`src/rtl/core/sor_pkg.sv`:
```
// Shared constants, types and helpers of the spiral order reader.
package sor_pkg;

  localparam int MAX_ROWS    = 8;
  localparam int MAX_COLS    = 8;
  localparam int STORE_DEPTH = MAX_ROWS * MAX_COLS;

  localparam int DATA_W     = 32;
  localparam int DIM_W      = 4;
  localparam int CFG_IDX_W  = 2;
  localparam int CFG_DATA_W = 4;
  localparam int ADDR_W     = (STORE_DEPTH > 1) ? $clog2(STORE_DEPTH) : 1;
  localparam int LOAD_W     = ADDR_W + 1;
  localparam int ROW_W      = (MAX_ROWS > 1) ? $clog2(MAX_ROWS) : 1;
  localparam int COL_W      = (MAX_COLS > 1) ? $clog2(MAX_COLS) : 1;
  localparam int TOTAL_W    = 2 * DIM_W;
  // Width of the linear address sum row * cols + col.
  localparam int LIN_W      = ROW_W + DIM_W + 1;

  localparam logic [CFG_IDX_W-1:0] CFG_ROW_COUNT = CFG_IDX_W'(0);
  localparam logic [CFG_IDX_W-1:0] CFG_COL_COUNT = CFG_IDX_W'(1);

  // Launch of one spiral run.
  typedef struct packed {
    logic [DIM_W-1:0]  rows;
    logic [DIM_W-1:0]  cols;
    logic [ADDR_W-1:0] last_index;
  } start_t;

  // Read request from the sequencer to the store.
  typedef struct packed {
    logic              valid;
    logic              last;
    logic [ADDR_W-1:0] addr;
  } rd_req_t;

  // Zero reads as one, anything above the maximum saturates.
  function automatic logic [DIM_W-1:0] clamp_dim(input logic [DIM_W-1:0] v,
                                                 input logic [DIM_W-1:0] maxv);
    logic [DIM_W-1:0] r;
    if (v == '0) r = DIM_W'(1);
    else if (v > maxv) r = maxv;
    else r = v;
    return r;
  endfunction

endpackage

```
`src/rtl/core/sor_ram.sv`:
```
// Matrix store: one write port, one read port with registered data.
module sor_ram (
  input  logic                        clk,
  input  logic                        we,
  input  logic [sor_pkg::ADDR_W-1:0]  waddr,
  input  logic [sor_pkg::DATA_W-1:0]  wdata,
  input  logic [sor_pkg::ADDR_W-1:0]  raddr,
  output logic [sor_pkg::DATA_W-1:0]  rdata
);

  logic [sor_pkg::DATA_W-1:0] mem [sor_pkg::STORE_DEPTH];

  always_ff @(posedge clk) begin
    if (we) begin
      mem[waddr] <= wdata;
    end
  end

  always_ff @(posedge clk) begin
    rdata <= mem[raddr];
  end

endmodule

```
`src/rtl/core/sor_spiral_gen.sv`:
```
// Spiral address sequencer: walks the boundaries and issues one read a cycle.
module sor_spiral_gen (
  input  logic             clk,
  input  logic             rst,
  input  logic             go,
  input  sor_pkg::start_t  st,
  output logic             busy,
  output sor_pkg::rd_req_t req
);

  typedef enum logic [1:0] {PH_TOP, PH_RIGHT, PH_BOTTOM, PH_LEFT} phase_t;

  phase_t                          phase;
  logic                            active;
  logic [sor_pkg::ROW_W-1:0]       r, top, bot;
  logic [sor_pkg::COL_W-1:0]       c, lft, rgt;
  logic [sor_pkg::DIM_W-1:0]       cols_q;
  logic [sor_pkg::ADDR_W-1:0]      remaining;
  logic [sor_pkg::LIN_W-2:0]       prod;
  logic [sor_pkg::LIN_W-1:0]       lin;

  always_comb begin
    prod = (sor_pkg::LIN_W-1)'(r * cols_q);
    lin  = sor_pkg::LIN_W'(prod) + sor_pkg::LIN_W'(c);
  end

  assign busy       = active;
  assign req.valid  = active;
  assign req.last   = (remaining == '0);
  assign req.addr   = lin[sor_pkg::ADDR_W-1:0];

  always_ff @(posedge clk) begin
    if (rst) begin
      active <= 1'b0;
      phase  <= PH_TOP;
    end else if (!active) begin
      if (go) begin
        active    <= 1'b1;
        phase     <= PH_TOP;
        r         <= '0;
        c         <= '0;
        top       <= '0;
        lft       <= '0;
        bot       <= sor_pkg::ROW_W'(st.rows - sor_pkg::DIM_W'(1));
        rgt       <= sor_pkg::COL_W'(st.cols - sor_pkg::DIM_W'(1));
        cols_q    <= st.cols;
        remaining <= st.last_index;
      end
    end else begin
      if (remaining == '0) begin
        active <= 1'b0;
      end else begin
        remaining <= remaining - sor_pkg::ADDR_W'(1);
      end
      // At the end of a side, shrink that boundary and turn clockwise.
      case (phase)
        PH_TOP: begin
          if (c == rgt) begin
            top   <= top + sor_pkg::ROW_W'(1);
            r     <= r + sor_pkg::ROW_W'(1);
            phase <= PH_RIGHT;
          end else begin
            c <= c + sor_pkg::COL_W'(1);
          end
        end
        PH_RIGHT: begin
          if (r == bot) begin
            rgt   <= rgt - sor_pkg::COL_W'(1);
            c     <= c - sor_pkg::COL_W'(1);
            phase <= PH_BOTTOM;
          end else begin
            r <= r + sor_pkg::ROW_W'(1);
          end
        end
        PH_BOTTOM: begin
          if (c == lft) begin
            bot   <= bot - sor_pkg::ROW_W'(1);
            r     <= r - sor_pkg::ROW_W'(1);
            phase <= PH_LEFT;
          end else begin
            c <= c - sor_pkg::COL_W'(1);
          end
        end
        PH_LEFT: begin
          if (r == top) begin
            lft   <= lft + sor_pkg::COL_W'(1);
            c     <= c + sor_pkg::COL_W'(1);
            phase <= PH_TOP;
          end else begin
            r <= r - sor_pkg::ROW_W'(1);
          end
        end
        default: begin
          phase <= PH_TOP;
        end
      endcase
    end
  end

endmodule

```
`src/rtl/core/spiral_order_reader_top.sv`:
```
// Spiral order reader: loads a matrix row by row and replays it in spiral order.
//
// Usage. Elements enter on element with start; a beat is taken at a rising
// edge with start high and busy low, one element per cycle while busy is low.
// Each beat is written to the next slot of a 64-word store. row_count and
// col_count are set through cfg_we/cfg_index/cfg_data; the user must do so
// only while the block is idle, as the block itself does not enforce it;
// zero reads as one and values above eight saturate at eight.
// The beat that completes R*C elements starts a run: busy rises on the next
// cycle and stays high while a sequencer issues one read per cycle to the
// store's single read port. Results appear on value with result_strobe, one
// per cycle and registered with the read data; final_res marks the last one.
// A run reads R*C elements, at most 64. Loading resumes as soon as busy falls.
// The receiver cannot stall: every strobe is a beat taken at that edge.
// Reset clears the load count and the run state and sets both dimensions to
// one; store contents stay undefined until written.
module spiral_order_reader_top (
  input  logic                              clk,
  input  logic                              rst,
  input  logic                              start,
  output logic                              busy,
  input  logic signed [sor_pkg::DATA_W-1:0] element,
  input  logic                              cfg_we,
  input  logic [sor_pkg::CFG_IDX_W-1:0]     cfg_index,
  input  logic [sor_pkg::CFG_DATA_W-1:0]    cfg_data,
  output logic                              result_strobe,
  output logic signed [sor_pkg::DATA_W-1:0] value,
  output logic                              final_res
);

  logic [sor_pkg::DIM_W-1:0]   row_count, col_count;
  logic [sor_pkg::DIM_W-1:0]   rows, cols;
  logic [sor_pkg::TOTAL_W-1:0] total;
  logic [sor_pkg::LOAD_W-1:0]  loaded_count, loaded_next;
  logic [sor_pkg::ADDR_W-1:0]  slot;
  logic                        accept, go;
  sor_pkg::start_t             st;
  sor_pkg::rd_req_t            req;
  logic [sor_pkg::DATA_W-1:0]  rdata;

  always_comb begin
    rows        = sor_pkg::clamp_dim(row_count, sor_pkg::DIM_W'(sor_pkg::MAX_ROWS));
    cols        = sor_pkg::clamp_dim(col_count, sor_pkg::DIM_W'(sor_pkg::MAX_COLS));
    total       = sor_pkg::TOTAL_W'(rows * cols);
    slot        = loaded_count[sor_pkg::ADDR_W-1:0];
    loaded_next = sor_pkg::LOAD_W'(slot) + sor_pkg::LOAD_W'(1);
    accept      = start && !busy;
    go          = accept && (sor_pkg::TOTAL_W'(loaded_next) >= total);
    st.rows       = rows;
    st.cols       = cols;
    st.last_index = sor_pkg::ADDR_W'(total - sor_pkg::TOTAL_W'(1));
  end

  always_ff @(posedge clk) begin
    if (rst) begin
      row_count <= sor_pkg::DIM_W'(1);
      col_count <= sor_pkg::DIM_W'(1);
    end else if (cfg_we) begin
      case (cfg_index)
        sor_pkg::CFG_ROW_COUNT: row_count <= cfg_data;
        sor_pkg::CFG_COL_COUNT: col_count <= cfg_data;
        default: ;
      endcase
    end
  end

  // Drop the count back to zero on the completing beat.
  always_ff @(posedge clk) begin
    if (rst) begin
      loaded_count <= '0;
    end else if (accept) begin
      loaded_count <= go ? '0 : loaded_next;
    end
  end

  sor_ram u_ram (
    .clk   (clk),
    .we    (accept),
    .waddr (slot),
    .wdata (element),
    .raddr (req.addr),
    .rdata (rdata)
  );

  sor_spiral_gen u_gen (
    .clk  (clk),
    .rst  (rst),
    .go   (go),
    .st   (st),
    .busy (busy),
    .req  (req)
  );

  // Strobe lines up with the registered read data.
  always_ff @(posedge clk) begin
    if (rst) begin
      result_strobe <= 1'b0;
      final_res     <= 1'b0;
    end else begin
      result_strobe <= req.valid;
      final_res     <= req.valid && req.last;
    end
  end

  assign value = rdata;

endmodule

```
`config.mk`:
```
export PLATFORM = sky130hd
export DESIGN_NAME = spiral_order_reader_top
export DESIGN_NICKNAME = d
export VERILOG_FILES = /design/src/rtl/core/sor_pkg.sv /design/src/rtl/core/sor_ram.sv /design/src/rtl/core/sor_spiral_gen.sv /design/src/rtl/core/spiral_order_reader_top.sv
export SDC_FILE = /design/constraint.sdc
export NUM_CORES = 2
export LEC_CHECK = 0
export ABC_CLOCK_PERIOD_IN_PS = 6500
export BUFFER_PORTS_ARGS = -buffer_cell sky130_fd_sc_hd__buf_4
export CAP_MARGIN = 20
export CORE_ASPECT_RATIO = 0.7
export CORE_UTILIZATION = 47
export DETAILED_ROUTE_END_ITERATION = 12
export PLACE_DENSITY_LB_ADDON = 0.08
export SLEW_MARGIN = 20
export SYNTH_ARGS = -nofsm -noshare
export SYNTH_HDL_FRONTEND = slang
export SYNTH_SLANG_ARGS = --single-unit
export TNS_END_PERCENT = 10
```
`constraint.sdc`:
```
create_clock -name clk -period 6.5 [get_ports clk]
set_clock_uncertainty 0.1 [all_clocks]
set_input_delay 0.975 -clock clk [delete_from_list [all_inputs] [get_ports clk]]
set_output_delay 0.975 -clock clk [all_outputs]
set_load 0.01 [all_outputs]
```
==> out/results.tsv <==
stage	metric	value	unit
power	peakVddDrop	408.5	µV
layout	multiInputGateArea	17730	µm²
detailed_routing	via_count	40570	
sta	period_share	0.8778	
layout	seq_area	63360	µm²
yosys	ys_seq_area_frac	0.7776	
cts	clk_root_buffer_cell	clkbuf_16	
yosys	post-synth-top-count-cell	edfxtp_1	
yosys	syn_inst	3738	
floorplanning	start_util	0.4744	
sta	max_freq	175.3	MHz
sta	slew_headroom	0.2553	
yosys	ys_ff_latch	2127	
detailed_routing	drc_errors	0	
layout	final_util	0.5401	
global_route	grt_max_degree	109	
min_path	min_path_cells	3	
sta	final-hold-violation-count	0	
yosys	syn_area_per_cell	21.80	µm²
detailed_routing	vias_per_cell	6.252	
setup_path	end_kind	register	
global_route	grt_pass1_vias	40730	
floorplanning	ioPinCount	77	
placed_design	io_buffers	76	
detailed_routing	drtAntennaViolNets	0	
setup_path	cp-start-kind	register	
cts	numCtsBuffers	197	
global_route	gr-total-overflow	0	
sta	setup_viol	0	
yosys	synth_commonest_cells	edfxtp_1 (2076), mux4_2 (482), a22oi_1 (194)	
cts	h-tree-depth	4	
floorplanning	dieArea	175100	µm²
yosys	synth_edf_count	2076	
power	power_frac_clock	0.317	
power	p_comb_frac	0.258	
detailed_routing	first_iter_violations	5059	
power	leakage	29.23	nW
layout	drive_above_1_share	0.2713	
job	maxCapViolCount	0	
sta	drv_slew	0	
layout	area_delta_synth_final	13.86	%
sta	finalHoldWorstSlack	0.3023	ns
yosys	synth_area_leader_cell	edfxtp_1	
yosys	ys_types	54	
cts	clk_pin_slew	0.07	ns
sta	max_slew.worst_pin.slew	1.117	ns
cts	clk_latency	0.83	ns
floorplanning	coreArea	171800	µm²
power	p_per_area	390.7	nW/µm²
setup_path	crit_type	register to register	
yosys	synth_flop_cell	edfxtp_1	
cts	tritoncts	yes	
floorplanning	fp.dieW	499.7	µm
yosys	synth.cell_area	81480	µm²
power	swShare	0.3027	
layout	final_net_count	4091	
detailed_routing	wl_per_cell	35.10	µm
global_route	grt_use_total	0.2621	
cts	cts_resized	0	
setup_path	critPathArrivalTime	6.38	ns
layout	fin_cells	6488	
yosys	yosys.area.top_type_share	0.7651	
yosys	synthTopCellsByArea	edfxtp_1 (77%), mux4_2 (13%), a22oi_1 (1.8%)	
power	p_switching	10.97	mW
power	internal-power	25.27	mW
power	total_power	36.25	mW
yosys	synth_warnings	0	
placed_design	placed_cells	6122	
cts	cts_setup_buffers	0	
yosys	synth_nets	3830	
placed_design	dp_hpwl	134700	µm
cts	cts.sinks	2127	
sta	rsz0062_at_grt	no	
setup_path	rr_worst_depth	10	
floorplanning	rows	127	
cts	clock_path_buffers	3	
detailed_routing	totalWireLength	227700	µm
cts	hold_buffers	0	
run_status	outcome	finished clean	
setup_path	path_max_fanout	41	
sta	post-route-min-period	5.706	ns
setup_path	worst_ep_required_time	7.18	ns
detailed_routing	firstDrtPassIters	5	
sta	setup-tns-final	0	ns
yosys	synthArstFlopShare	0	
placed_design	finalWeightedCongestion	0.8199	
floorplanning	dieHeight	350.4	µm
layout	n_fill_cell	12870	
min_path	hold_path_class	primary input to register	
global_route	antenna_found_initial	21	
power	p_seq_frac	0.426	
global_route	grt_pass1_wl	317000	µm
routing by layer:
metal  routed length, µm  global-route usage
met5                  61                   0
met4                4242             0.05743
met1               98630              0.3898
met2              106100              0.4035
met3               18750             0.05180
final cells by class:
class | instances | share of cell area
sequential | 2127 | 0.6829
multi-input combinational | 1378 | 0.1911
clock buffer | 244 | 0.05682
tap | 2322 | 0.03132
timing repair buffer | 267 | 0.02521
clock inverter | 117 | 0.01132
inverter | 28 | 0.001133
antenna | 5 | 0.0001349
logic make-up (layout without fill, tap and decap cells):
logic type,Yosys count,in the layout,share of synthesized area
buffers and inverters,233,656,0.01233
AOI/OAI and AO/OA,426,426,0.03558
adders and majority gates,50,50,0.008599
xor gates and xnor gates,37,37,0.004161
muxes,555,555,0.1422
and+or+nand+nor,310,310,0.01956
other,0,5,0
DFF,2127,2127,0.7776
registers in the layout, summed over array words and instances (netlist names), 4 cells and up:
name,count
loaded_count,6
u_gen.remaining,6
u_ram.rdata,32
u_gen.cols_q,4
col_count,4
u_ram.mem,2048
row_count,4
worst max-delay path, stage by stage, from the launching register on:
cell,delay [ns]
edfxtp_1,0.52
and2_1,0.22
fa_1,0.56
inv_1,0.06
fa_1,0.48
fa_4,0.52
xor2_2,0.79
and2_4,0.95
a22oi_1,0.30
a21boi_0,0.90
or4_1,0.23
path summary, 6_finish.rpt:
check | end | slack, ns | startpoint
worst max-delay path | u_ram.rdata[4] | 0.79 | u_gen.r[0]
worst min-delay path | row_count[3] | 0.30 | cfg_data[3]
worst max register to register | u_ram.rdata[4] | 0.79 | u_gen.r[0]
worst min register to register | col_count[0] | 0.42 | col_count[0]
power by group through the flow:
stage | clock network [mW] | logic, mW | registers, mW
floorplan | 0 | 5.07 | 15.6
CTS | 11.6 | 9.38 | 15.4
global route | 12.2 | 9.78 | 15.4
global placement | 0 | 9.17 | 15.7
detailed placement | 0 | 9.35 | 15.7
finish | 11.5 | 9.34 | 15.4
layout by cell type (no fill, tap or decap), types with 8 or more instances in the layout:
cell and n:
a21boi_0 35, a21boi_1 17, a21oi_1 70, a22oi_1 194, and2_1 16, buf_12 20
buf_4 242, bufinv_16 17, clkbuf_1 35, clkbuf_16 201, clkbuf_8 8, clkinv_1 41
clkinv_2 45, dfxtp_1 51, edfxtp_1 2076, fa_1 9, ha_1 38, inv_1 28
mux2i_1 73, mux4_2 482, nand2_1 35, nand2b_1 12, nand3_1 20, nor2_1 44
nor2_4 65, nor2b_1 9, nor3_1 34, o21ai_0 16, o22ai_1 70, or4_1 32
xnor2_1 12, xor2_1 23
per-stage QoR:
| stage | cell area (µm²) | setup slack [ns] |
|---|---|---|
| after detailed placement | 86440 | 0.9193 |
| final | 92780 | 0.7943 |
| after global placement | 86240 | 0.6331 |
| after global routing | 92770 | 0.8111 |
| after CTS | 92760 | 0.8891 |
| after floorplan | 81480 | 1.602 |
Note: power is estimated with default switching activity, not from simulation.
